$ cat src/hw/rtl/ggs_pkg.sv
// ----------------------------------------------------------------------------
// ggs_pkg
// shared widths, constants, types and the arctangent table of the steering block
// ----------------------------------------------------------------------------
package ggs_pkg;

	// number of cordic cells in the chain (8 to 24)
	localparam int CORDIC_STAGES = 16;

	// field widths
	localparam int POS_W  = 16;
	localparam int HEAD_W = 15;
	localparam int FWD_W  = 16;
	localparam int TURN_W = 14;
	localparam int CFG_IW = 8;
	localparam int CFG_DW = 16;

	// internal widths
	localparam int XW  = 28;  // cordic x / y, units of 2^-20
	localparam int ZW  = 24;  // cordic angle, units of 2^-20 rad
	localparam int EW  = 26;  // raw heading error
	localparam int DW  = 25;  // distance, units of 2^-20
	localparam int MW  = 22;  // heading error magnitude
	localparam int SIW = 5;   // cell index

	localparam logic signed [ZW-1:0] ANG_PI    = ZW'(3294199);
	localparam logic signed [EW-1:0] ERR_PI    = EW'(3294199);
	localparam logic signed [EW-1:0] ERR_2PI   = EW'(2 * 3294199);
	localparam logic [DW-1:0]        DIST_MIN  = DW'(104857);
	localparam logic [MW-1:0]        ERR_MIN   = MW'(209715);
	localparam logic [15:0]          INV_GAIN  = 16'd39797;
	localparam logic [MW-1:0]        TURN_RND  = MW'(128);

	// register reset values
	localparam logic [CFG_DW-1:0] GOAL_X_RST      = 16'd4096;
	localparam logic [CFG_DW-1:0] GOAL_Y_RST      = 16'd4096;
	localparam logic [CFG_DW-1:0] SPEED_GAIN_RST  = 16'd4096;
	localparam logic [CFG_DW-1:0] SPEED_LIMIT_RST = 16'd8192;

	typedef enum logic [CFG_IW-1:0] {
		REG_GOAL_X      = 8'd0,
		REG_GOAL_Y      = 8'd1,
		REG_SPEED_GAIN  = 8'd2,
		REG_SPEED_LIMIT = 8'd3
	} cfg_reg_t;

	typedef struct packed {
		logic [CFG_DW-1:0] goal_x;
		logic [CFG_DW-1:0] goal_y;
		logic [CFG_DW-1:0] speed_gain;
		logic [CFG_DW-1:0] speed_limit;
	} cfg_regs_t;

	// word handed from cell to cell
	typedef struct packed {
		logic signed [XW-1:0]     x;
		logic signed [XW-1:0]     y;
		logic signed [ZW-1:0]     z;
		logic signed [HEAD_W-1:0] head;
	} cordic_word_t;

	// distance and error magnitude after gain removal and wrap
	typedef struct packed {
		logic [DW-1:0] distance;
		logic [MW-1:0] mag;
	} steer_word_t;

	// round(atan(2^-i) * 2^20)
	function automatic logic [ZW-1:0] atan_lut(input logic [SIW-1:0] idx);
		logic [ZW-1:0] v;
		case (idx)
			5'd0:  v = ZW'(823550);
			5'd1:  v = ZW'(486170);
			5'd2:  v = ZW'(256879);
			5'd3:  v = ZW'(130396);
			5'd4:  v = ZW'(65451);
			5'd5:  v = ZW'(32757);
			5'd6:  v = ZW'(16383);
			5'd7:  v = ZW'(8192);
			5'd8:  v = ZW'(4096);
			5'd9:  v = ZW'(2048);
			5'd10: v = ZW'(1024);
			5'd11: v = ZW'(512);
			5'd12: v = ZW'(256);
			5'd13: v = ZW'(128);
			5'd14: v = ZW'(64);
			5'd15: v = ZW'(32);
			5'd16: v = ZW'(16);
			5'd17: v = ZW'(8);
			5'd18: v = ZW'(4);
			5'd19: v = ZW'(2);
			5'd20: v = ZW'(1);
			default: v = '0;
		endcase
		return v;
	endfunction

endpackage

$ cat src/hw/rtl/ggs_scale.sv
// ----------------------------------------------------------------------------
// ggs_scale
// cordic gain removal and heading error wrap
// ----------------------------------------------------------------------------
module ggs_scale (
	input  logic                  clk,
	input  logic                  arst_n,
	input  logic                  in_valid,
	output logic                  in_ready,
	input  ggs_pkg::cordic_word_t in_word,
	output logic                  out_valid,
	input  logic                  out_ready,
	output ggs_pkg::steer_word_t  out_word
);
	localparam int PW   = ggs_pkg::XW - 1 + 16;
	localparam int ZPAD = ggs_pkg::EW - ggs_pkg::ZW;
	localparam int HPAD = ggs_pkg::EW - ggs_pkg::HEAD_W - 8;

	logic                          valid_q;
	ggs_pkg::steer_word_t          word_q;
	ggs_pkg::steer_word_t          nxt;
	logic [PW-1:0]                 prod;
	logic signed [ggs_pkg::EW-1:0] err_raw;
	logic signed [ggs_pkg::EW-1:0] err_wrap;
	logic signed [ggs_pkg::EW-1:0] err_abs;

	always_comb begin
		// x never goes negative in vectoring mode
		prod         = PW'(in_word.x[ggs_pkg::XW-2:0]) * PW'(ggs_pkg::INV_GAIN);
		nxt.distance = prod[16 +: ggs_pkg::DW];

		err_raw = $signed({{ZPAD{in_word.z[ggs_pkg::ZW-1]}}, in_word.z})
			- $signed({{HPAD{in_word.head[ggs_pkg::HEAD_W-1]}}, in_word.head, 8'b0});
		// one turn of correction covers the whole range
		if (err_raw >= ggs_pkg::ERR_PI) begin
			err_wrap = err_raw - ggs_pkg::ERR_2PI;
		end else if (err_raw < -ggs_pkg::ERR_PI) begin
			err_wrap = err_raw + ggs_pkg::ERR_2PI;
		end else begin
			err_wrap = err_raw;
		end
		err_abs = err_wrap[ggs_pkg::EW-1] ? -err_wrap : err_wrap;
		nxt.mag = err_abs[ggs_pkg::MW-1:0];
	end

	assign in_ready = !valid_q || out_ready;

	always_ff @(posedge clk or negedge arst_n) begin
		if (!arst_n) begin
			valid_q <= 1'b0;
		end else if (in_ready) begin
			valid_q <= in_valid;
		end
	end

	always_ff @(posedge clk) begin
		if (in_ready && in_valid) begin
			word_q <= nxt;
		end
	end

	assign out_valid = valid_q;
	assign out_word  = word_q;
endmodule

$ cat config.mk
export PLATFORM = sky130hd
export DESIGN_NAME = ggs_scale
export DESIGN_NICKNAME = d
export VERILOG_FILES = /design/src/hw/rtl/ggs_pkg.sv /design/src/hw/rtl/ggs_scale.sv
export SDC_FILE = /design/constraint.sdc
export NUM_CORES = 1
export LEC_CHECK = 0
export BUFFER_PORTS_ARGS = -buffer_cell sky130_fd_sc_hd__buf_2
export CAP_MARGIN = 5
export CORE_MARGIN = 4
export CORE_UTILIZATION = 55
export DETAILED_ROUTE_END_ITERATION = 8
export PLACE_DENSITY = 0.79
export SETUP_SLACK_MARGIN = 0.02
export SLEW_MARGIN = 20
export SYNTH_ARGS = -nofsm -noshare
export SYNTH_HDL_FRONTEND = slang
export SYNTH_SLANG_ARGS = --single-unit
$ cat constraint.sdc
create_clock -name clk -period 2.05 [get_ports clk]
set_input_delay 0.3075 -clock clk [delete_from_list [all_inputs] [get_ports clk]]
set_output_delay 0.3075 -clock clk [all_outputs]
set_load 0.01 [all_outputs]
==> impl_metrics.py <==
metrics = {
    "finish": {
        "multi_input_area_sq_um": 9970,
        "filler_cell_count": 1180,
        "final-instance-count-excl-fill": 1904,
        "syn2layout_area_growth_pct": 42.4,
        "seq_area_sq_um": 1440,
        "nets": 2105,
        "diodes": 0,
        "drive_above_1_share": 0.398,
    },
    "worst_setup_path": {
        "cp.required_ps": 2100,
        "cp_max_fo": 4,
        "regToRegStartpoint": "out_valid",
        "crit_path_start": "in_word[76]",
        "worstSetupEndpoint": "out_word[46]",
        "endpoint_kind": "flip-flop",
        "crit_type": "in -> reg",
        "reg2reg_to": "out_word[46]",
        "worstPathArrival_ps": 6590,
        "regToRegSetupSlack_ps": 740,
        "worstSetupStartpointType": "input port",
        "reg2reg_depth": 3,
    },
    "global_route": {
        "track_usage": 0.288,
        "overflow": 0,
        "grt_pass1_vias": 11300,
        "grt_pass1_wl_um": 54800,
        "grt_max_degree": 48,
        "antenna_found_initial": 0,
    },
    "synth": {
        "ys_seq_area_frac": 0.124,
        "synthTopCellsByCount": "inv_1, ha_1, fa_1",
        "async_flop_share": 0.0208,
        "synthesis.area_sq_um": 11600,
        "synth_nets": 1641,
        "ys_seq_elements": 48,
        "yosys_most_used_dff": "edfxtp_1",
        "synth_top_area_frac": 0.317,
        "synth_cells": 1169,
        "syn_area_per_cell_sq_um": 9.89,
        "yosysMostFrequentCell": "inv_1",
        "synth_edf_count": 47,
        "ys_warn_count": 0,
        "yosysTopAreaCell": "fa_1",
        "synthTopCellsByArea": "fa_1, ha_1, edfxtp_1",
        "synth_cell_types": 74,
    },
    "drt": {
        "wl_met3_um": 2820,
        "ant_nets": 0,
        "wl_met2_um": 19600,
        "met1_length_um": 13200,
        "first_pass_iters": 5,
        "drt-total-wl_um": 37600,
        "first_iter_violations": 622,
        "drc": 0,
        "wire_per_inst_um": 19.8,
        "vias": 10700,
        "viasPerCell": 5.61,
        "top_layer": "met4",
    },
    "clocking": {
        "cts_buffer_depth": 2,
        "clkSinkCount": 48,
        "cts_tree": "done",
        "path_clk_slew_ps": 70,
        "clock-root-buffer": "clkbuf_16",
        "numCtsBuffers": 5,
        "htreeDepth": 2,
        "insertion_delay_ps": 300,
    },
    "timing": {
        "fin_crit_sh": 3.19,
        "fin_ws_ps": -4500,
        "slew_violations": 0,
        "worst_slew_pin_slew_ps": 493,
        "timing.clock.skew_ps": 6.59,
        "hold_viol": 0,
        "rsz0062_at_grt": "yes",
        "fin_crit_ps": 6550,
        "fmax_mhz": 153,
        "setup_viol": 46,
        "max_slew_margin": 0.670,
    },
    "die": {
        "std_cell_rows": 52,
        "dieArea_sq_um": 23400,
        "die_x_um": 153,
        "die_h_um": 153,
        "start_util": 0.566,
        "pin_count": 148,
        "core-area_sq_um": 20400,
    },
    "placement": {
        "dp_cells": 1840,
        "dpl.hpwl_um": 26900,
        "io_buffers": 118,
        "place_congestion": 0.940,
    },
    "flow_run": {
        "drv_cap": 0,
    },
    "worst_hold_path": {
        "min-delay-path-class": "in -> reg",
    },
    "outcome": {
        "violations": "setup timing",
        "status": "complete, but fails checks",
    },
}
==> through the flow <==
step | util | worst slack [ps] | setup TNS [ps] | area [sq um] | hold WS [ps]
3_3_place_gp | 0.741 | -4060 | -137840 | 15100 | 82.2
5_1_grt | 0.806 | -4710 | -147540 | 16500 | 240
2_1_floorplan | - | -3680 | -122880 | 12000 | 11.9
6_report | 0.806 | -4500 | -140850 | 16500 | 250
4_1_cts | 0.787 | -3950 | -127920 | 16100 | 224
3_5_place_dp | 0.741 | -4340 | -143940 | 15100 | 88.7
==> kinds of logic (layout without fill, tap and decap cells) <==
group           count (synthesis)  after routing  synth area share
compound gates                177            177             0.110
buf+inv                       294            759            0.0966
flops                          48             48             0.124
simple gates                  195            195            0.0845
xor+xnor                       80             80            0.0606
mux                             2              2           0.00184
fa+ha+maj                     373            373             0.522
==> layout by cell type, fill, tap and decap left out, types with 9 or more instances in the layout <==
cell and n:
ha_1 173, a21oi_1 20, nand2b_1 12, inv_1 257
nor3_1 15, buf_6 22, inv_2 10, xnor2_1 44
nor2_2 11, o21a_1 11, o21ai_0 11, a21o_1 21
a21oi_2 12, fa_1 176, xor2_1 25, buf_4 329
nor2_1 39, nor2_4 9, clkinvlp_4 10, nand3_1 17
edfxtp_1 47, buf_2 109, ha_4 15, nand2_1 29
==> per-layer routing <==
layer  vias up  GRT usage
li1       4770          -
met1      5237      0.336
met2       511      0.536
met3       167     0.0334
met4         0      0.117
met5         -          0
==> worst min-delay path by stage <==
stage                         from         to  slack (ps)  depth (start not counted)
final                     in_valid  out_valid         250                          2
after global routing      in_valid  out_valid         240                          2
after CTS                 in_valid  out_valid         220                          2
after detailed placement    arst_n  out_valid          90                          1
after global placement      arst_n  out_valid          80                          1
after floorplan             arst_n  out_valid          10                          0
==> critical path, cell delays in order <==
cell        delay (ps)
buf_4              110
clkinvlp_4         200
fa_1               740
fa_1               490
inv_1               80
fa_1               440
fa_1               490
fa_1               500
inv_1               60
fa_1               590
inv_2               80
ha_4               310
nand2_2             80
o31ai_4            300
a41oi_2            190
o21ai_2            250
a221oi_4           110
o211ai_1           440
a41oi_2            220
nor2b_1            220
o21a_1             190
nor2_2              60
xnor2_1            130
==> flip-flops by register name (all words and copies together) (netlist names) <==
| name | cells |
|---|---|
| out_word | 47 |
| out_valid | 1 |
==> cell type report <==
type                            count  share of cell area
Multi-Input combinational cell    827               0.606
Timing Repair Buffer              473               0.211
Sequential cell                    48              0.0872
Inverter                          278              0.0661
Tap cell                          270              0.0205
Clock buffer                        6             0.00843
Clock inverter                      2            0.000836
==> what timing repair did <==
| action | CTS | global route |
|---|---|---|
| setup endpoints to repair | 46 | 46 |
| gates cloned | 1 | 0 |
| endpoints found under the hold margin | 1 | 0 |
| resized for setup | 101 | 72 |
| pin swaps | 72 | 54 |
| hold buffers | 1 | 0 |
| buffers inserted | 40 | 23 |
Power is not shown: default switching activity piles up to over one toggle a cycle in this logic, so the estimate is an artifact.
