--- config.mk ---
export PLATFORM = sky130hd
export DESIGN_NAME = ggs_front_flat
export DESIGN_NICKNAME = d
export VERILOG_FILES = /design/src/hw/rtl/ggs_pkg.sv /design/src/hw/rtl/ggs_pose_if.sv /design/src/hw/rtl/ggs_front.sv /design/src/flat_wrapper.sv
export SDC_FILE = /design/constraint.sdc
export NUM_CORES = 1
export LEC_CHECK = 0
export BUFFER_PORTS_ARGS = -buffer_cell sky130_fd_sc_hd__buf_2
export CORE_MARGIN = 1.5
export CORE_UTILIZATION = 44
export CTS_BUF_LIST = sky130_fd_sc_hd__clkbuf_4
export CTS_CLUSTER_DIAMETER = 60
export CTS_CLUSTER_SIZE = 20
export DETAILED_ROUTE_END_ITERATION = 16
export PLACE_DENSITY = 0.79
export SETUP_SLACK_MARGIN = 0.3
export SYNTH_ARGS = -nofsm -noshare
export SYNTH_HDL_FRONTEND = slang
export SYNTH_SLANG_ARGS = --single-unit
export TNS_END_PERCENT = 10
--- constraint.sdc ---
create_clock -name clk -period 2.48 [get_ports clk]
set_clock_uncertainty 0.15 [all_clocks]
set_input_delay 0.248 -clock clk [delete_from_list [all_inputs] [get_ports clk]]
set_output_delay 0.248 -clock clk [all_outputs]
set_load 0.05 [all_outputs]
--- src/hw/rtl/ggs_pkg.sv ---
// ----------------------------------------------------------------------------
// ggs_pkg
// shared widths, constants, types and the arctangent table of the steering block
// ----------------------------------------------------------------------------
package ggs_pkg;

	// number of cordic cells in the chain (8 to 24)
	localparam int CORDIC_STAGES = 16;

	// field widths
	localparam int POS_W  = 16;
	localparam int HEAD_W = 15;
	localparam int FWD_W  = 16;
	localparam int TURN_W = 14;
	localparam int CFG_IW = 8;
	localparam int CFG_DW = 16;

	// internal widths
	localparam int XW  = 28;  // cordic x / y, units of 2^-20
	localparam int ZW  = 24;  // cordic angle, units of 2^-20 rad
	localparam int EW  = 26;  // raw heading error
	localparam int DW  = 25;  // distance, units of 2^-20
	localparam int MW  = 22;  // heading error magnitude
	localparam int SIW = 5;   // cell index

	localparam logic signed [ZW-1:0] ANG_PI    = ZW'(3294199);
	localparam logic signed [EW-1:0] ERR_PI    = EW'(3294199);
	localparam logic signed [EW-1:0] ERR_2PI   = EW'(2 * 3294199);
	localparam logic [DW-1:0]        DIST_MIN  = DW'(104857);
	localparam logic [MW-1:0]        ERR_MIN   = MW'(209715);
	localparam logic [15:0]          INV_GAIN  = 16'd39797;
	localparam logic [MW-1:0]        TURN_RND  = MW'(128);

	// register reset values
	localparam logic [CFG_DW-1:0] GOAL_X_RST      = 16'd4096;
	localparam logic [CFG_DW-1:0] GOAL_Y_RST      = 16'd4096;
	localparam logic [CFG_DW-1:0] SPEED_GAIN_RST  = 16'd4096;
	localparam logic [CFG_DW-1:0] SPEED_LIMIT_RST = 16'd8192;

	typedef enum logic [CFG_IW-1:0] {
		REG_GOAL_X      = 8'd0,
		REG_GOAL_Y      = 8'd1,
		REG_SPEED_GAIN  = 8'd2,
		REG_SPEED_LIMIT = 8'd3
	} cfg_reg_t;

	typedef struct packed {
		logic [CFG_DW-1:0] goal_x;
		logic [CFG_DW-1:0] goal_y;
		logic [CFG_DW-1:0] speed_gain;
		logic [CFG_DW-1:0] speed_limit;
	} cfg_regs_t;

	// word handed from cell to cell
	typedef struct packed {
		logic signed [XW-1:0]     x;
		logic signed [XW-1:0]     y;
		logic signed [ZW-1:0]     z;
		logic signed [HEAD_W-1:0] head;
	} cordic_word_t;

	// distance and error magnitude after gain removal and wrap
	typedef struct packed {
		logic [DW-1:0] distance;
		logic [MW-1:0] mag;
	} steer_word_t;

	// round(atan(2^-i) * 2^20)
	function automatic logic [ZW-1:0] atan_lut(input logic [SIW-1:0] idx);
		logic [ZW-1:0] v;
		case (idx)
			5'd0:  v = ZW'(823550);
			5'd1:  v = ZW'(486170);
			5'd2:  v = ZW'(256879);
			5'd3:  v = ZW'(130396);
			5'd4:  v = ZW'(65451);
			5'd5:  v = ZW'(32757);
			5'd6:  v = ZW'(16383);
			5'd7:  v = ZW'(8192);
			5'd8:  v = ZW'(4096);
			5'd9:  v = ZW'(2048);
			5'd10: v = ZW'(1024);
			5'd11: v = ZW'(512);
			5'd12: v = ZW'(256);
			5'd13: v = ZW'(128);
			5'd14: v = ZW'(64);
			5'd15: v = ZW'(32);
			5'd16: v = ZW'(16);
			5'd17: v = ZW'(8);
			5'd18: v = ZW'(4);
			5'd19: v = ZW'(2);
			5'd20: v = ZW'(1);
			default: v = '0;
		endcase
		return v;
	endfunction

endpackage

--- src/hw/rtl/ggs_pose_if.sv ---
// ----------------------------------------------------------------------------
// ggs_pose_if
// pose channel: one word per robot pose
// ----------------------------------------------------------------------------
interface ggs_pose_if;
	logic                              valid;
	logic                              ready;
	logic [ggs_pkg::POS_W-1:0]         pose_x;
	logic [ggs_pkg::POS_W-1:0]         pose_y;
	logic signed [ggs_pkg::HEAD_W-1:0] heading;

	modport source (output valid, output pose_x, output pose_y, output heading, input ready);
	modport sink   (input valid, input pose_x, input pose_y, input heading, output ready);
endinterface

--- src/hw/rtl/ggs_front.sv ---
// ----------------------------------------------------------------------------
// ggs_front
// goal minus pose, move into the right half-plane, register
// ----------------------------------------------------------------------------
module ggs_front (
	input  logic                  clk,
	input  logic                  arst_n,
	ggs_pose_if.sink              pose,
	input  ggs_pkg::cfg_regs_t    cfg_regs,
	output logic                  out_valid,
	input  logic                  out_ready,
	output ggs_pkg::cordic_word_t out_word
);
	localparam int POS_W_P = ggs_pkg::POS_W;
	localparam int PAD     = ggs_pkg::XW - ggs_pkg::POS_W - 1 - 8;

	logic                      valid_q;
	ggs_pkg::cordic_word_t     word_q;
	ggs_pkg::cordic_word_t     nxt;
	logic signed [POS_W_P:0]   dx;
	logic signed [POS_W_P:0]   dy;
	logic signed [ggs_pkg::XW-1:0] x0;
	logic signed [ggs_pkg::XW-1:0] y0;

	always_comb begin
		dx = $signed({1'b0, cfg_regs.goal_x}) - $signed({1'b0, pose.pose_x});
		dy = $signed({1'b0, cfg_regs.goal_y}) - $signed({1'b0, pose.pose_y});
		// scale to units of 2^-20
		x0 = $signed({{PAD{dx[POS_W_P]}}, dx, 8'b0});
		y0 = $signed({{PAD{dy[POS_W_P]}}, dy, 8'b0});
		nxt.head = pose.heading;
		if (dx[POS_W_P]) begin
			nxt.x = -x0;
			nxt.y = -y0;
			nxt.z = ggs_pkg::ANG_PI;
		end else begin
			nxt.x = x0;
			nxt.y = y0;
			nxt.z = '0;
		end
	end

	assign pose.ready = !valid_q || out_ready;

	always_ff @(posedge clk or negedge arst_n) begin
		if (!arst_n) begin
			valid_q <= 1'b0;
		end else if (pose.ready) begin
			valid_q <= pose.valid;
		end
	end

	always_ff @(posedge clk) begin
		if (pose.ready && pose.valid) begin
			word_q <= nxt;
		end
	end

	assign out_valid = valid_q;
	assign out_word  = word_q;
endmodule

--- src/flat_wrapper.sv ---
// flat-port wrapper written by rule: the top's interface ports become plain ports
module ggs_front_flat 
  (clk, arst_n, cfg_regs, out_valid, out_ready, out_word, pose_valid, pose_pose_x, pose_pose_y, pose_heading, pose_ready);
  ggs_pose_if pose_i ();
  input  logic clk;
  input  logic arst_n;
  input  ggs_pkg::cfg_regs_t cfg_regs;
  output logic out_valid;
  input  logic out_ready;
  output ggs_pkg::cordic_word_t out_word;
  input wire logic [$bits(pose_i.valid)-1:0] pose_valid;
  input wire logic [$bits(pose_i.pose_x)-1:0] pose_pose_x;
  input wire logic [$bits(pose_i.pose_y)-1:0] pose_pose_y;
  input wire logic [$bits(pose_i.heading)-1:0] pose_heading;
  output wire logic [$bits(pose_i.ready)-1:0] pose_ready;
  assign pose_i.valid = pose_valid;
  assign pose_i.pose_x = pose_pose_x;
  assign pose_i.pose_y = pose_pose_y;
  assign pose_i.heading = pose_heading;
  assign pose_ready = pose_i.ready;
  ggs_front u_core (.clk(clk), .arst_n(arst_n), .pose(pose_i), .cfg_regs(cfg_regs), .out_valid(out_valid), .out_ready(out_ready), .out_word(out_word));
endmodule
==> flow_summary.yaml, run 1 <==
timing:
  finalCriticalPeriod_ns: 2.642
  setup_viol: 19
  tightest_slew_ns: 0.7204
  slew_headroom: 0.5197
  maxSlewViolCount: 0
  max_freq_ghz: 0.3785
  layout_setup_ws_ns: -0.1622
  fin_crit_sh: 1.065
  rsz0062_at_grt: "yes"
  hold_viol_final: 0
power:
  switching_share: 0.4241
  clkPwrFrac: 0.143
  switchingPower_mw: 1.646
  cellPowerDensity_nw_per_um2: 572.2
  total_leakage_power_nw: 3.110
  ir_drop_mv: 0.3255
  combPwrFrac: 0.532
  intPower_mw: 2.235
  p_seq_frac: 0.325
cells_and_area:
  multi_input_area_um2: 2808
  drive_above_1_share: 0.4730
  final_common_cell: "buf_2"
  layout_common_cells: "buf_2, buf_4, edfxtp_1, inv_1, conb_1"
  final_cells: 874
  nFillCells: 745
  syn_to_final_growth_pct: 49.48
  layout.nets: 887
  seqCellArea_um2: 1707
floorplanning:
  start_util: 0.4578
  die_y_um: 104.5
  fp-row-count: 36
  core_area_um2: 9910
  ios: 212
  die-width_um: 104.5
  dieArea_um2: 10930
placed_design:
  dp_slack_ns: -0.8495
  port_buffers: 152
  place_congestion: 0.8543
  placedCellCount: 822
  place_hpwl_um: 8774
routing:
  drc: 0
  drtAntennaViolNets: 0
  drt-initial-drc-count: 113
  viasPerCell: 4.986
  wl_um: 11850
  vias: 4358
  wire_per_inst_um: 13.56
  drtPass1Iterations: 5
synthesis:
  ys_seq_area_frac: 0.3762
  synthSimpleGateAreaFrac: 0.1332
  synth_area_um2: 4537
  avgSynthCellArea_um2: 9.736
  ys_types: 70
  synth_xor_area_frac: 0.09625
  async_flop_share: 0.01754
  synth_compound_area_frac: 0.1724
  synth-seq-cells: 57
  synth_top_family_by_area: "compound AO/OA/AOI/OAI gates"
  synth-edff-count: 56
  synthCells: 466
  synthMuxAreaShare: 0.006895
  synth_warnings: 0
  synth_top_flop_cell: "edfxtp_1"
  synthAdderAreaFrac: 0.1054
clock_tree:
  htree_levels: 3
  clockBufferDepth: 2
  cts_buffers: 9
  cts-root-buf: "clkbuf_4"
  cts.clk_slew.worst_paths_ns: 0.11
  cts_tree: "built"
  clk_latency_ns: 0.37
  clkSinkCount: 57
critical_path:
  cp-startpoint: "cfg_regs[48]"
  r2r_start: "u_core.out_valid"
  path_class: "primary input to flip-flop"
  reg2reg_slack_ns: 0.82
  crit_fanout: 4
  cp_data_arrival_time_ns: 2.69
  ff2ff_path_depth: 2
  required_ns: 2.53
  regToRegEndpoint: "u_core.out_word[9]"
  crit_path_end_kind: "flip-flop"
  startpoint_type: "primary input"
worst_hold_path:
  hold_class: "primary input to flip-flop"
  worstHoldEndpoint: "u_core.out_word[75]"
  hp-start: "pose_pose_x[0]"
  hold_path_depth: 3
global_route:
  grt_pass1_wl_um: 18950
  track_usage: 0.2117
  grt_max_degree: 57
  grt_overflow_total: 0
  antenna_found_initial: 0
  grt_pass1_vias: 4224
run:
  max_cap_viol_count: 0
status:
  status: "finished with violations"
  violations: "negative setup slack"
## worst max-delay path by stage
stage	to	slack, ns
final	u_core.out_word[83]	-0.16
after global routing	u_core.out_word[88]	-0.24
after CTS	u_core.out_word[90]	-0.17
after detailed placement	u_core.out_word[90]	-0.85
after global placement	u_core.out_word[90]	-0.75
after floorplan	u_core.out_word[90]	-0.45
## synth_stat cells (all sizes together), types with 6 or more instances
cell / count / area (µm²)
ha: 35 / 437.9
nand2: 23 / 86.33
nand3: 7 / 35.03
o21a: 7 / 52.55
nor2: 30 / 112.6
buf: 42 / 310.3
o21ai: 29 / 148.9
xnor2: 25 / 219.0
or2: 6 / 40.04
xor2: 24 / 217.7
nand2b: 10 / 62.56
clkbuf: 6 / 22.52
edfxtp: 56 / 1682
o211ai: 6 / 45.04
inv: 43 / 161.4
a21oi: 29 / 148.9
## per-layer routing
layer / track usage / vias to the layer above / part of all wire
li1: - / 2149 / -
met3: 0.03868 / 20 / 0.060
met1: 0.2480 / 2024 / 0.40
met2: 0.3863 / 165 / 0.52
met4: 0.07143 / 0 / 0.020
met5: 0 / - / 0
## repair_timing
item / 4_1_cts / 5_1_grt
endpoints found under the setup margin: 36 / 36
endpoints found under the hold margin: 17 / 0
pin swaps: 32 / 24
resized for setup: 62 / 29
setup buffers: 6 / 10
hold buffers: 19 / 0
## stage by stage
stage	util	total power [mW]	setup TNS [ns]	hold slack, ns	area, µm²
2_1_floorplan	-	2.565	-9.293	-0.1976	4707
4_1_cts	0.6641	3.797	-0.7496	0.1028	6581
3_5_place_dp	0.6032	3.114	-22.43	-0.1189	5977
6_report	0.6843	3.880	-1.631	0.1216	6782
3_3_place_gp	0.6032	3.063	-19.05	-0.1206	5977
5_1_grt	0.6841	4.086	-4.465	0.1158	6779
## cell type report
class                   count  share of cell area
multi-input cells         347              0.4140
repair buffers            277              0.2672
flip-flops and latches     57              0.2517
inverters                  43             0.02601
well taps                 133             0.02454
clock buffers              10             0.01107
clock inverters             6            0.005166
diodes                      1           0.0003690
## cells by family after synthesis
group / Yosys count
mux: 3
fa+ha+maj: 37
buf+inv: 91
compound gates: 115
flops: 57
simple gates: 113
other cells: 1
xor+xnor: 49
## power groups by stage
stage | Sequential [mW] | Combinational, mW | Clock [mW]
after floorplan | 1.65 | 0.911 | 0
after global placement | 1.28 | 1.78 | 0
after detailed placement | 1.28 | 1.83 | 0
after CTS | 1.26 | 1.96 | 0.574
after global routing | 1.27 | 2.20 | 0.614
final | 1.26 | 2.06 | 0.556
## critical path: stages
cell and delay [ns]:
buf_8 0.11, inv_12 0.04, ha_4 0.12, fa_2 0.21
nor2b_2 0.05, o31a_1 0.34, buf_4 0.16, buf_4 0.13
o21ai_2 0.13, nand2b_1 0.10, xnor2_2 0.20, buf_4 0.14
and4b_1 0.23, buf_6 0.13, a21oi_1 0.08, xnor2_1 0.28
## flip-flops by register name, indices dropped and copies added (netlist names)
name,cells
u_core.out_valid,1
u_core.out_word,56
(Power assumes the default switching activity.)
==> run 2: changes to the inputs <==
RECOVER_POWER = 100   (was not set)
==> run 2 against run 1 <==
Via count is 0.23% higher. The run still ends with negative setup slack left. Critical endpoint unchanged. Critical path type unchanged. Maximum frequency is 0.20% lower. Cell count stayed put. Total power is 0.71% lower. Largest power group unchanged.
==> flow_summary.yaml, run 2 (synthesis results as in run 1) <==
routing:
  drtPass1Iterations: 4
  wire_per_inst_um: 13.60
  vias: 4368
  wl_um: 11880
  drt-initial-drc-count: 127
  drtAntennaViolNets: 0
  drc: 0
  viasPerCell: 4.998
power:
  switching_share: 0.4286
  intPower_mw: 2.201
  switchingPower_mw: 1.651
  combPwrFrac: 0.527
  finalPower_mw: 3.853
  ir_drop_mv: 0.3077
  total_leakage_power_nw: 2.907
  clkPwrFrac: 0.145
  p_seq_frac: 0.328
  cellPowerDensity_nw_per_um2: 576.1
status:
  status: "finished with violations"
  violations: "negative setup slack"
floorplanning:
  start_util: 0.4578
  dieArea_um2: 10930
  ios: 212
  die_y_um: 104.5
  core_area_um2: 9910
  fp-row-count: 36
  die-width_um: 104.5
critical_path:
  cp_data_arrival_time_ns: 2.69
  reg2reg_slack_ns: 0.43
  crit_path_end_kind: "flip-flop"
  crit_fanout: 4
  path_class: "primary input to flip-flop"
  startpoint_type: "primary input"
  required_ns: 2.52
clock_tree:
  cts-root-buf: "clkbuf_4"
  cts.clk_slew.worst_paths_ns: 0.11
  clk_latency_ns: 0.37
  cts_tree: "built"
  htree_levels: 3
  clkSinkCount: 57
  cts_buffers: 9
  clockBufferDepth: 2
cells_and_area:
  largest_reg_flops: 56
  final_common_cell: "buf_4"
  layout_common_cells: "buf_4, buf_2, clkbuf_1, edfxtp_1, inv_1"
  syn_to_final_growth_pct: 47.41
  layout.nets: 887
  final_cells: 874
  drive_above_1_share: 0.3730
timing:
  maxSlewViolCount: 0
  slew_headroom: 0.1564
  rsz0062_at_grt: "yes"
  setup_viol: 19
  finalCriticalPeriod_ns: 2.647
  tightest_slew_ns: 1.265
  layout_setup_ws_ns: -0.1675
  max_freq_ghz: 0.3777
  fin_crit_sh: 1.068
  hold_viol_final: 0
global_route:
  grt_pass1_wl_um: 18950
  grt_max_degree: 57
  antenna_found_initial: 0
  track_usage: 0.2117
  grt_overflow_total: 0
  grt_pass1_vias: 4224
run:
  max_cap_viol_count: 0
placed_design:
  dp_slack_ns: -0.8495
  place_hpwl_um: 8774
  port_buffers: 152
  place_congestion: 0.8543
  placedCellCount: 822
worst_hold_path:
  hold_class: "primary input to flip-flop"
-- run 2: cell types whose count changed in the layout (fill, tap and decap cells not counted), sizes merged --
cell,previous run,this run
buf,258,184
clkbuf,10,84
-- run 2: per-stage QoR --
step                hold slack (ns)  setup TNS [ns]    util  instance area (µm²)
detailed placement          -0.1189          -22.43  0.6032                 5977
finish                       0.1223          -1.706  0.6749                 6688
global route                 0.1158          -4.465  0.6746                 6685
CTS                          0.1028         -0.7496  0.6641                 6581
floorplan                   -0.1976          -9.293       -                 4707
global placement            -0.1206          -19.05  0.6032                 5977
-- run 2: what timing repair did --
action,CTS,global route
setup buffers,6,10
setup endpoints to repair,36,36
hold buffers,19,0
hold endpoints to repair,17,0
resized for setup,62,29
pin swaps,32,24
-- run 2: power by group through the flow --
stage	registers (mW)	logic [mW]	clock network (mW)
after CTS	1.26	1.96	0.574
after floorplan	1.65	0.911	0
final	1.27	2.03	0.557
after global routing	1.28	2.17	0.614
after global placement	1.28	1.78	0
after detailed placement	1.28	1.83	0
-- run 2: per-layer routing --
| metal | track usage | wire [µm] | vias up | part of all wire |
|---|---|---|---|---|
| li1 | - | - | 2151 | - |
| met1 | 0.2480 | 4869 | 2042 | 0.41 |
| met2 | 0.3863 | 6105 | 157 | 0.51 |
| met3 | 0.03868 | 690 | 18 | 0.058 |
| met4 | 0.07143 | 217 | 0 | 0.018 |
| met5 | 0 | 0 | - | 0 |
-- run 2: critical path, cell delays in order --
cell and delay [ns]:
buf_8 0.11, inv_12 0.04, ha_4 0.12, fa_2 0.21, nor2b_2 0.05, o31a_1 0.34
buf_4 0.16, buf_4 0.13, o21ai_2 0.13, nand2b_1 0.10, xnor2_2 0.20, buf_4 0.14
and4b_1 0.23, buf_6 0.13, a21oi_1 0.08, xnor2_1 0.29
-- run 2: path summary, 6_finish.rpt --
check                      depth (start not counted)                   to             start
hold / removal                                     3  u_core.out_word[75]    pose_pose_x[0]
min in group asynchronous                          3     u_core.out_valid            arst_n
max in group asynchronous                          3     u_core.out_valid            arst_n
hold reg to reg                                    3     u_core.out_valid  u_core.out_valid
setup / recovery                                  16  u_core.out_word[83]      cfg_regs[48]
setup reg to reg                                   2   u_core.out_word[9]  u_core.out_valid
-- run 2: final cells by class --
type                            count  area (µm²)
Antenna cell                        1       2.502
Clock buffer                       10       75.07
Clock inverter                      6       35.03
Fill cell                         801        3222
Inverter                           43       176.4
Multi-Input combinational cell    347        2806
Sequential cell                    57        1707
Tap cell                          133       166.4
Timing Repair Buffer              277        1719
