### config.mk
export PLATFORM = sky130hd
export DESIGN_NAME = ggs_decide_flat
export DESIGN_NICKNAME = d
export VERILOG_FILES = /design/src/hw/rtl/ggs_pkg.sv /design/src/hw/rtl/ggs_cmd_if.sv /design/src/hw/rtl/ggs_decide.sv /design/src/flat_wrapper.sv
export SDC_FILE = /design/constraint.sdc
export NUM_CORES = 1
export LEC_CHECK = 0
export ABC_AREA = 1
export BUFFER_PORTS_ARGS = -buffer_cell sky130_fd_sc_hd__buf_2
export CAP_MARGIN = 0
export CORE_MARGIN = 2
export CORE_UTILIZATION = 45
export CTS_BUF_LIST = sky130_fd_sc_hd__clkbuf_2 sky130_fd_sc_hd__clkbuf_4 sky130_fd_sc_hd__clkbuf_8
export CTS_CLUSTER_SIZE = 24
export DETAILED_ROUTE_END_ITERATION = 10
export SETUP_SLACK_MARGIN = 0.15
export SKIP_CTS_REPAIR_TIMING = 1
export SLEW_MARGIN = 15
export SYNTH_ARGS = -nofsm -noshare
export SYNTH_HDL_FRONTEND = slang
export SYNTH_SLANG_ARGS = --single-unit
### constraint.sdc
create_clock -name clk -period 7 [get_ports clk]
set_input_delay 0.35 -clock clk [delete_from_list [all_inputs] [get_ports clk]]
set_output_delay 0.35 -clock clk [all_outputs]
set_load 0.03 [all_outputs]
### src/hw/rtl/ggs_pkg.sv
// ----------------------------------------------------------------------------
// ggs_pkg
// shared widths, constants, types and the arctangent table of the steering block
// ----------------------------------------------------------------------------
package ggs_pkg;

	// number of cordic cells in the chain (8 to 24)
	localparam int CORDIC_STAGES = 16;

	// field widths
	localparam int POS_W  = 16;
	localparam int HEAD_W = 15;
	localparam int FWD_W  = 16;
	localparam int TURN_W = 14;
	localparam int CFG_IW = 8;
	localparam int CFG_DW = 16;

	// internal widths
	localparam int XW  = 28;  // cordic x / y, units of 2^-20
	localparam int ZW  = 24;  // cordic angle, units of 2^-20 rad
	localparam int EW  = 26;  // raw heading error
	localparam int DW  = 25;  // distance, units of 2^-20
	localparam int MW  = 22;  // heading error magnitude
	localparam int SIW = 5;   // cell index

	localparam logic signed [ZW-1:0] ANG_PI    = ZW'(3294199);
	localparam logic signed [EW-1:0] ERR_PI    = EW'(3294199);
	localparam logic signed [EW-1:0] ERR_2PI   = EW'(2 * 3294199);
	localparam logic [DW-1:0]        DIST_MIN  = DW'(104857);
	localparam logic [MW-1:0]        ERR_MIN   = MW'(209715);
	localparam logic [15:0]          INV_GAIN  = 16'd39797;
	localparam logic [MW-1:0]        TURN_RND  = MW'(128);

	// register reset values
	localparam logic [CFG_DW-1:0] GOAL_X_RST      = 16'd4096;
	localparam logic [CFG_DW-1:0] GOAL_Y_RST      = 16'd4096;
	localparam logic [CFG_DW-1:0] SPEED_GAIN_RST  = 16'd4096;
	localparam logic [CFG_DW-1:0] SPEED_LIMIT_RST = 16'd8192;

	typedef enum logic [CFG_IW-1:0] {
		REG_GOAL_X      = 8'd0,
		REG_GOAL_Y      = 8'd1,
		REG_SPEED_GAIN  = 8'd2,
		REG_SPEED_LIMIT = 8'd3
	} cfg_reg_t;

	typedef struct packed {
		logic [CFG_DW-1:0] goal_x;
		logic [CFG_DW-1:0] goal_y;
		logic [CFG_DW-1:0] speed_gain;
		logic [CFG_DW-1:0] speed_limit;
	} cfg_regs_t;

	// word handed from cell to cell
	typedef struct packed {
		logic signed [XW-1:0]     x;
		logic signed [XW-1:0]     y;
		logic signed [ZW-1:0]     z;
		logic signed [HEAD_W-1:0] head;
	} cordic_word_t;

	// distance and error magnitude after gain removal and wrap
	typedef struct packed {
		logic [DW-1:0] distance;
		logic [MW-1:0] mag;
	} steer_word_t;

	// round(atan(2^-i) * 2^20)
	function automatic logic [ZW-1:0] atan_lut(input logic [SIW-1:0] idx);
		logic [ZW-1:0] v;
		case (idx)
			5'd0:  v = ZW'(823550);
			5'd1:  v = ZW'(486170);
			5'd2:  v = ZW'(256879);
			5'd3:  v = ZW'(130396);
			5'd4:  v = ZW'(65451);
			5'd5:  v = ZW'(32757);
			5'd6:  v = ZW'(16383);
			5'd7:  v = ZW'(8192);
			5'd8:  v = ZW'(4096);
			5'd9:  v = ZW'(2048);
			5'd10: v = ZW'(1024);
			5'd11: v = ZW'(512);
			5'd12: v = ZW'(256);
			5'd13: v = ZW'(128);
			5'd14: v = ZW'(64);
			5'd15: v = ZW'(32);
			5'd16: v = ZW'(16);
			5'd17: v = ZW'(8);
			5'd18: v = ZW'(4);
			5'd19: v = ZW'(2);
			5'd20: v = ZW'(1);
			default: v = '0;
		endcase
		return v;
	endfunction

endpackage

### src/hw/rtl/ggs_cmd_if.sv
// ----------------------------------------------------------------------------
// ggs_cmd_if
// command channel: one velocity command word per pose
// ----------------------------------------------------------------------------
interface ggs_cmd_if;
	logic                       valid;
	logic                       ready;
	logic [ggs_pkg::FWD_W-1:0]  forward_speed;
	logic [ggs_pkg::TURN_W-1:0] turn_rate;

	modport source (output valid, output forward_speed, output turn_rate, input ready);
	modport sink   (input valid, input forward_speed, input turn_rate, output ready);
endinterface

### src/hw/rtl/ggs_decide.sv
// ----------------------------------------------------------------------------
// ggs_decide
// stop / turn / drive selection and the output word register
// ----------------------------------------------------------------------------
module ggs_decide (
	input  logic                 clk,
	input  logic                 arst_n,
	input  ggs_pkg::cfg_regs_t   cfg_regs,
	input  logic                 in_valid,
	output logic                 in_ready,
	input  ggs_pkg::steer_word_t in_word,
	ggs_cmd_if.source            cmd
);
	localparam int PW = ggs_pkg::DW + ggs_pkg::CFG_DW;
	localparam int FW = PW - 20;

	logic                        valid_q;
	logic [ggs_pkg::FWD_W-1:0]   fwd_q;
	logic [ggs_pkg::TURN_W-1:0]  turn_q;
	logic [ggs_pkg::FWD_W-1:0]   fwd_nxt;
	logic [ggs_pkg::TURN_W-1:0]  turn_nxt;
	logic [PW-1:0]               prod;
	logic [FW-1:0]               fwd_full;
	logic [ggs_pkg::MW:0]        mag_rnd;

	always_comb begin
		prod     = PW'(in_word.distance) * PW'(cfg_regs.speed_gain);
		fwd_full = prod[PW-1:20];
		mag_rnd  = {1'b0, in_word.mag} + {1'b0, ggs_pkg::TURN_RND};
		fwd_nxt  = '0;
		turn_nxt = '0;
		if (in_word.distance > ggs_pkg::DIST_MIN) begin
			if (in_word.mag > ggs_pkg::ERR_MIN) begin
				turn_nxt = mag_rnd[8 +: ggs_pkg::TURN_W];
			end else if (fwd_full > FW'(cfg_regs.speed_limit)) begin
				fwd_nxt = cfg_regs.speed_limit;
			end else begin
				fwd_nxt = fwd_full[ggs_pkg::FWD_W-1:0];
			end
		end
	end

	assign in_ready = !valid_q || cmd.ready;

	always_ff @(posedge clk or negedge arst_n) begin
		if (!arst_n) begin
			valid_q <= 1'b0;
		end else if (in_ready) begin
			valid_q <= in_valid;
		end
	end

	always_ff @(posedge clk) begin
		if (in_ready && in_valid) begin
			fwd_q  <= fwd_nxt;
			turn_q <= turn_nxt;
		end
	end

	assign cmd.valid         = valid_q;
	assign cmd.forward_speed = fwd_q;
	assign cmd.turn_rate     = turn_q;
endmodule

### src/flat_wrapper.sv
// flat-port wrapper written by rule: the top's interface ports become plain ports
module ggs_decide_flat 
  (clk, arst_n, cfg_regs, in_valid, in_ready, in_word, cmd_valid, cmd_forward_speed, cmd_turn_rate, cmd_ready);
  ggs_cmd_if cmd_i ();
  input  logic clk;
  input  logic arst_n;
  input  ggs_pkg::cfg_regs_t cfg_regs;
  input  logic in_valid;
  output logic in_ready;
  input  ggs_pkg::steer_word_t in_word;
  output wire logic [$bits(cmd_i.valid)-1:0] cmd_valid;
  output wire logic [$bits(cmd_i.forward_speed)-1:0] cmd_forward_speed;
  output wire logic [$bits(cmd_i.turn_rate)-1:0] cmd_turn_rate;
  input wire logic [$bits(cmd_i.ready)-1:0] cmd_ready;
  assign cmd_valid = cmd_i.valid;
  assign cmd_forward_speed = cmd_i.forward_speed;
  assign cmd_turn_rate = cmd_i.turn_rate;
  assign cmd_i.ready = cmd_ready;
  ggs_decide u_core (.clk(clk), .arst_n(arst_n), .cfg_regs(cfg_regs), .in_valid(in_valid), .in_ready(in_ready), .in_word(in_word), .cmd(cmd_i));
endmodule
==> results of run 1 <==
state kept, by name, indices dropped and copies added (netlist names):
name,cells
u_core.cmd.valid,1
u_core.cmd.forward_speed,16
u_core.cmd.turn_rate,14
synthesized netlist by cell type, types with 6 or more instances:
cell type / instances / area (sq um)
a21oi_1: 44 / 220
buf_2: 6 / 30.0
clkbuf_1: 92 / 345
edfxtp_1: 30 / 901
fa_1: 319 / 6390
ha_1: 127 / 1590
inv_1: 653 / 2450
nand2_1: 664 / 2490
nand3_1: 42 / 210
nand3_2: 6 / 60.1
nand4_1: 9 / 56.3
nor2_1: 113 / 424
nor3_1: 10 / 50.1
o21ai_0: 10 / 50.1
o21bai_1: 7 / 52.6
xor2_1: 11 / 96.3
worst paths after layout:
kind,from,to,cells after the start
worst min register to register,u_core.cmd.valid,u_core.cmd.valid,2
worst max register to register,u_core.cmd.valid,u_core.cmd.turn_rate[10],2
max in group asynchronous,arst_n,u_core.cmd.valid,2
worst max-delay path,cfg_regs[23],u_core.cmd.forward_speed[10],38
worst min-delay path,in_valid,u_core.cmd.valid,3
min in group asynchronous,arst_n,u_core.cmd.valid,2
critical path, delay by kind of cell:
kind	cells	cell delay (ns)
buf+inv	11	0.97
xor+xnor	1	0.17
compound gates	1	0.18
simple gates	17	1.74
fa+ha+maj	8	3.55
stage by stage:
step | instances | util
2_1_floorplan | 2202 | -
3_3_place_gp | 2862 | 0.529
3_5_place_dp | 2862 | 0.529
4_1_cts | 2870 | 0.532
5_1_grt | 2907 | 0.575
6_report | 2908 | 0.575
logic make-up (layout without fill, tap and decap cells):
family | Yosys count | after routing
AOI/OAI and AO/OA | 76 | 76
xor gates and xnor gates | 16 | 16
adders and majority gates | 446 | 446
buffers and inverters | 758 | 1008
DFF | 31 | 31
other | 0 | 1
and+or+nand+nor | 875 | 875
metal layers:
metal / vias up / track usage / routed length, um
met1: 6841 / 0.336 / 19100
met2: 325 / 0.413 / 21100
met3: 44 / 0.0205 / 2060
li1: 6693 / - / -
met4: 0 / 0.0423 / 679
met5: - / 0 / 0
area by class of cell:
| cell class | instances | area share |
|---|---|---|
| multi-input cells | 1413 | 0.658 |
| flip-flops and latches | 31 | 0.0465 |
| clock inverters | 2 | 0.00176 |
| inverters | 657 | 0.124 |
| clock buffers | 6 | 0.00415 |
| well taps | 455 | 0.0286 |
| diodes | 1 | 0.000126 |
| repair buffers | 343 | 0.137 |
==> results.ini, run 1 <==
[synth]
ys_async_sr_fraction = 0.0323
yosys.area_share.simple = 0.222
synth_edf_count = 30
synth_ff_type = edfxtp_1
synthesis.nets = 2763
synth_warnings = 0
syn_area_sq_um = 15900
synthMuxAreaShare = 0
synth-seq-cells = 31
synth_compound_area_frac = 0.0271
synth_top_family_by_area = adder cells
synthAdderAreaFrac = 0.503
yosys.area_share.xor_xnor = 0.00884
ys_seq_area_frac = 0.0584
ys_types = 40
synth_cells = 2202
avgSynthCellArea_sq_um = 7.20

[die]
die_area_sq_um = 36800
num_rows = 68
io_pins = 147
core_area_sq_um = 34600
die_w_um = 192
start_util = 0.458
die_h_um = 192

[grt]
gr-total-overflow = 0
grt_pass1_vias = 14800
antenna_found_initial = 0
grt_pass1_wl_um = 71600
grt_max_degree = 25
track_usage = 0.241

[timing]
period_minus_slack_ns = 6.94
timing.setup.tns_ns = 0
worst_pin_slew_ns = 0.870
hold_ws_ns = 0.259
fmax_mhz = 144
fin_skew_ns = 0.00783
fin_ws_ns = 0.0589
finalHoldViolCount = 0
grt_setup_unrepaired = true
slew_headroom = 0.420
drv_slew = 0
fin_crit_sh = 0.992
setup_viol = 0

[clocking]
path_clk_slew_ns = 0.07
cts_num_sinks = 31
cts_buffers = 5
clockRootBuffer = clkbuf_8
clk_path_buf_depth = 2
clock_latency_ns = 0.30
cts_tree = built
htreeDepth = 2

[detailed_routing]
routed_wl_um = 42900
drc = 0
route.vias.total = 13900
viasPerCell = 4.78
detailedRoute.firstIterationViolations = 668
drt_pre_antenna_iters = 7
wl_per_cell_um = 14.8
ant_nets = 0

[worst_setup_path]
cp_slowest_stage_delay_ns = 0.52
end_kind = flop
path_max_fanout = 8
crit_required_ns = 7.05
critPathSlowestCell = fa_1
critPathArrivalTime_ns = 6.99
r2r_slack_ns = 5.23
crit_path_frequent_cell = inv_2
startpoint_type = primary input
worst-setup-path-type = in -> reg

[cells_and_area]
num-nets-final = 3012
drive_gt1_frac = 0.239
nFillCells = 3244
multiInputGateArea_sq_um = 13100
layout_common_cells = 613 x inv_1, 611 x nand2_1, 297 x fa_1, 216 x buf_4, 97 x nor2_1
ff_latch_area_sq_um = 926
final_common_cell = inv_1
syn2layout_area_growth_pct = 25.6
fin_area_sq_um = 19900

[status]
status = complete, no violations

[placed_design]
dp_hpwl_um = 36300
io_buffers = 112
postPlaceCellArea_sq_um = 18300
gp_congestion = 0.850
dpl_worst_slack_ns = -0.584

[worst_hold_path]
hp-class = in -> reg

[job]
maxCapViolations = 0

Power of run 1 is left out: the tool's default activity adds up to more than one toggle a clock period on the data nets, which glitch-free logic cannot reach.
==> inputs of run 2 (changes only) <==
--- a/config.mk
+++ b/config.mk
@@ -5,7 +5,6 @@
 export SDC_FILE = /design/constraint.sdc
 export NUM_CORES = 1
 export LEC_CHECK = 0
-export ABC_AREA = 1
 export BUFFER_PORTS_ARGS = -buffer_cell sky130_fd_sc_hd__buf_2
 export CAP_MARGIN = 0
 export CORE_MARGIN = 2
@@ -19,3 +18,4 @@
 export SYNTH_ARGS = -nofsm -noshare
 export SYNTH_HDL_FRONTEND = slang
 export SYNTH_SLANG_ARGS = --single-unit
+export TNS_END_PERCENT = 1
==> results.ini, run 2 <==
[grt]
grt_pass1_vias = 13200
antenna_found_initial = 0
gr-total-overflow = 0
track_usage = 0.239
grt_pass1_wl_um = 64300
grt_max_degree = 31

[worst_hold_path]
hold_path_end = u_core.cmd.valid
holdPathStages = 2
hp-class = in -> reg
worstHoldStart = in_valid

[synth]
synth-seq-cells = 31
ys_types = 60
ys_async_sr_fraction = 0.0323
avgSynthCellArea_sq_um = 8.82
yosysMostFrequentCell = inv_1
synth_commonest_cells = 374 x inv_1, 319 x fa_1, 256 x nand2_1
synth_top_cell_area_share = 0.436
synth_cells = 1660
ys_seq_area_frac = 0.0632
yosys.area.top_type = fa_1
synthesis.nets = 2221
synth_edf_count = 30
syn_area_sq_um = 14600
yosys-top-cells-area = fa_1 44%, ha_1 11%, inv_1 9.6%
synth_ff_type = edfxtp_1
synth_warnings = 0

[worst_setup_path]
startpoint_type = primary input
critical_path.startpoint = cfg_regs[30]
crit_required_ns = 7.03
reg2reg_to = u_core.cmd.turn_rate[7]
crit_path_frequent_cell = fa_1
end_kind = flop
rr_worst_depth = 3
path_delay_family = adder cells
cp_num_buf_inv = 4
critPathSlowestCell = fa_1
worst-setup-path-type = in -> reg
path_max_fanout = 15
critPathArrivalTime_ns = 7.71
cp_slowest_stage_delay_ns = 0.55
rr_startpoint = u_core.cmd.valid
r2r_slack_ns = 5.66

[timing]
period_minus_slack_ns = 7.68
fin_crit_sh = 1.10
hold_ws_ns = 0.264
setup_viol = 16
fmax_mhz = 130
fin_ws_ns = -0.676
timing.setup.tns_ns = -10.53
drv_slew = 0
worst_pin_slew_ns = 0.744
finalHoldViolCount = 0
slew_headroom = 0.504
grt_setup_unrepaired = true
fin_skew_ns = 0.00591

[job]
maxCapViolations = 0

[cells_and_area]
drive_gt1_frac = 0.202
num-nets-final = 2457
largest_register_ff_count = 16
layout_common_cells = 373 x inv_1, 308 x fa_1, 251 x nand2_1, 181 x buf_4, 161 x and2_1
n_antenna_cell = 0
syn2layout_area_growth_pct = 20.7
final_common_cell = inv_1

[placed_design]
io_buffers = 112
dpl_worst_slack_ns = -1.28
dp_hpwl_um = 32800
gp_congestion = 0.893

[die]
die_h_um = 184
core_area_sq_um = 32300
die_w_um = 184
io_pins = 147
num_rows = 66
start_util = 0.454
die_area_sq_um = 34000

[clocking]
cts_num_sinks = 31
cts_buffers = 5
clockRootBuffer = clkbuf_8
htreeDepth = 2
cts_tree = built
clk_path_buf_depth = 2
clock_latency_ns = 0.29
path_clk_slew_ns = 0.07

[detailed_routing]
routed_wl_um = 38500
wl_per_cell_um = 16.5
detailedRoute.firstIterationViolations = 562
route.vias.total = 12000
drt_pre_antenna_iters = 6
viasPerCell = 5.12
ant_nets = 0
drc = 0

[status]
violations = setup timing
status = complete, but fails checks

## run 2: cell types whose count changed after synthesis, sizes merged, moves of 9 or more
cell	before	now
inv	657	374
clkbuf	92	71
o211ai	1	11
and2	2	169
xnor2	5	17
o21ai	12	43
nand3	48	23
nor2	119	29
nand2	668	256
a21o	3	13
o21a	0	9
## run 2: area by class of cell
cell class	count	area (sq um)
clock buffer	8	104
sequential	31	926
multi-input combinational	1182	12400
timing repair buffer	302	2260
inverter	374	1400
fill	3022	14600
tap	442	553
## run 2: worst reg2reg max path, delay by kind of cell, from the launching register on
kind | cells | cell delay, ns
flops | 1 | 0.38
simple gates | 2 | 0.24
buf+inv | 1 | 0.36
## run 2: worst max-delay path by stage
stage                                        endpoint  depth (start not counted)
after floorplan           u_core.cmd.forward_speed[1]                         31
after global placement    u_core.cmd.forward_speed[1]                         31
after detailed placement  u_core.cmd.forward_speed[1]                         31
after CTS                 u_core.cmd.forward_speed[1]                         31
after global routing      u_core.cmd.forward_speed[1]                         29
final                     u_core.cmd.forward_speed[0]                         29
## run 2: cells by family after synthesis
group           share of synthesized area
compound gates                     0.0748
xor+xnor                           0.0227
simple gates                        0.179
buf+inv                             0.115
flops                              0.0632
fa+ha+maj                           0.544
## run 2: per-stage QoR
stage	cells	utilization	cell area, sq um
after global placement	2322	0.531	17100
after CTS	2330	0.534	17300
final	2339	0.547	17700
after floorplan	1660	-	15000
after global routing	2339	0.547	17700
after detailed placement	2322	0.531	17100
## run 2: per-layer routing
metal / part of all wire / global-route usage / up-vias
met5: 0 / 0 / -
met4: 0.025 / 0.0595 / 0
met3: 0.032 / 0.0219 / 74
met2: 0.54 / 0.454 / 265
met1: 0.40 / 0.289 / 6132
li1: - / - / 5509
Power of run 2 is left out for the same reason.
==> inputs of run 3 (changes only) <==
--- a/config.mk
+++ b/config.mk
@@ -7,6 +7,7 @@
 export LEC_CHECK = 0
 export BUFFER_PORTS_ARGS = -buffer_cell sky130_fd_sc_hd__buf_2
 export CAP_MARGIN = 0
+export CORE_ASPECT_RATIO = 1.2
 export CORE_MARGIN = 2
 export CORE_UTILIZATION = 45
 export CTS_BUF_LIST = sky130_fd_sc_hd__clkbuf_2 sky130_fd_sc_hd__clkbuf_4 sky130_fd_sc_hd__clkbuf_8
==> constraint.sdc (replaced) <==
create_clock -name clk -period 7 [get_ports clk]
set_input_delay 0.35 -clock clk [delete_from_list [all_inputs] [get_ports clk]]
set_output_delay 0.35 -clock clk [all_outputs]
set_load 0.02 [all_outputs]
==> results.ini, run 3 (synthesized netlist as in run 2, its figures left out) <==
[timing]
fmax_mhz = 128
finalHoldViolCount = 0
fin_skew_ns = 0.00670
period_minus_slack_ns = 7.81
worst_pin_slew_ns = 0.776
slew_headroom = 0.482
setup_viol = 16
grt_setup_unrepaired = true
drv_slew = 0
fin_ws_ns = -0.811
fin_crit_sh = 1.12

[worst_setup_path]
critPathArrivalTime_ns = 7.82
critical_path.startpoint = cfg_regs[29]
crit_required_ns = 7.01
end_kind = flop
critPathCapture = u_core.cmd.forward_speed[1]
critPathSlowestCell = fa_1
rr_worst_depth = 3
reg2reg_to = u_core.cmd.forward_speed[14]
worst-path-stages = 31
worst-setup-path-type = in -> reg
rr_startpoint = u_core.cmd.valid
path_delay_family = adder cells
path_max_fanout = 18
startpoint_type = primary input
r2r_slack_ns = 5.64
crit_path_frequent_cell = fa_1
cp_num_buf_inv = 7
cp_slowest_stage_delay_ns = 0.56

[die]
die_h_um = 202
num_rows = 72
start_util = 0.455
core_area_sq_um = 32200
die_w_um = 169
io_pins = 147
die_area_sq_um = 34000

[grt]
use_met3 = 0.0179
grt_pass1_vias = 13300
grt_use_met2 = 0.478
gr-total-overflow = 0
grt_pass1_wl_um = 69000
gr-max-usage-layer = met2
antenna_found_initial = 0
grt_max_degree = 30
track_usage = 0.258
met1_usage = 0.317

[detailed_routing]
detailedRoute.firstIterationViolations = 632
routed_wl_um = 41100
ant_nets = 0
viasPerCell = 5.19
drt_pre_antenna_iters = 5
wl_per_cell_um = 17.8
drc = 0
route.vias.total = 12000

[clocking]
clock_latency_ns = 0.29
cts_num_sinks = 31
clk_path_buf_depth = 2
htreeDepth = 2
cts_tree = built
path_clk_slew_ns = 0.07
cts_buffers = 5
clockRootBuffer = clkbuf_8

[cells_and_area]
fin_area_sq_um = 17500
drive_gt1_frac = 0.195
n_antenna_cell = 0
layout_common_cells = 373 x inv_1, 312 x fa_1, 252 x nand2_1, 184 x buf_4, 161 x and2_1
syn2layout_area_growth_pct = 19.7
largest_register_ff_count = 16
final_common_cell = inv_1
final_cells = 2315
num-nets-final = 2468

[status]
violations = setup timing
status = complete, but fails checks

[worst_hold_path]
worstHoldStart = in_valid
holdPathStages = 2
hp-class = in -> reg

[placed_design]
gp_congestion = 0.942
io_buffers = 112
placedCellCount = 2303
postPlaceCellArea_sq_um = 17300
dp_hpwl_um = 36000

[job]
maxCapViolations = 0

-- run 3: how the worst min path moves through the flow --
stage / slack, ns / end
after floorplan: 0.05 / u_core.cmd.valid
after global placement: 0.13 / u_core.cmd.valid
after detailed placement: 0.13 / u_core.cmd.valid
after CTS: -0.19 / u_core.cmd.valid
after global routing: 0.25 / u_core.cmd.valid
final: 0.25 / u_core.cmd.valid
-- run 3: worst register-to-register path, stage by stage (launching register included) --
cell and delay (ns):
dfrtp_1 0.38, nand2b_1 0.11, and2_1 0.15, buf_4 0.35
-- run 3: area by class of cell --
type	instances	area, sq um
clock buffer	7	90.1
inverter	374	1400
clock inverter	1	5.00
multi-input combinational	1182	12300
timing repair buffer	313	2330
tap	407	509
sequential	31	926
fill	2960	14600
-- run 3: stage by stage --
step / setup TNS [ns] / hold slack (ns) / worst slack [ns] / util
floorplan: -7.18 / 0.0544 / -0.535 / -
global placement: -17.71 / 0.126 / -1.14 / 0.538
detailed placement: -19.43 / 0.125 / -1.27 / 0.538
CTS: -15.34 / -0.193 / -1.00 / 0.541
global route: -18.55 / 0.247 / -1.19 / 0.545
finish: -12.13 / 0.254 / -0.811 / 0.545
-- run 3: per-layer routing --
layer  up-vias  wire length [um]
met5         -                 0
met4         0              1540
met3        70              1440
met2       279             21900
met1      6141             16200
li1       5535                 -
Power of run 3 is left out for the same reason.
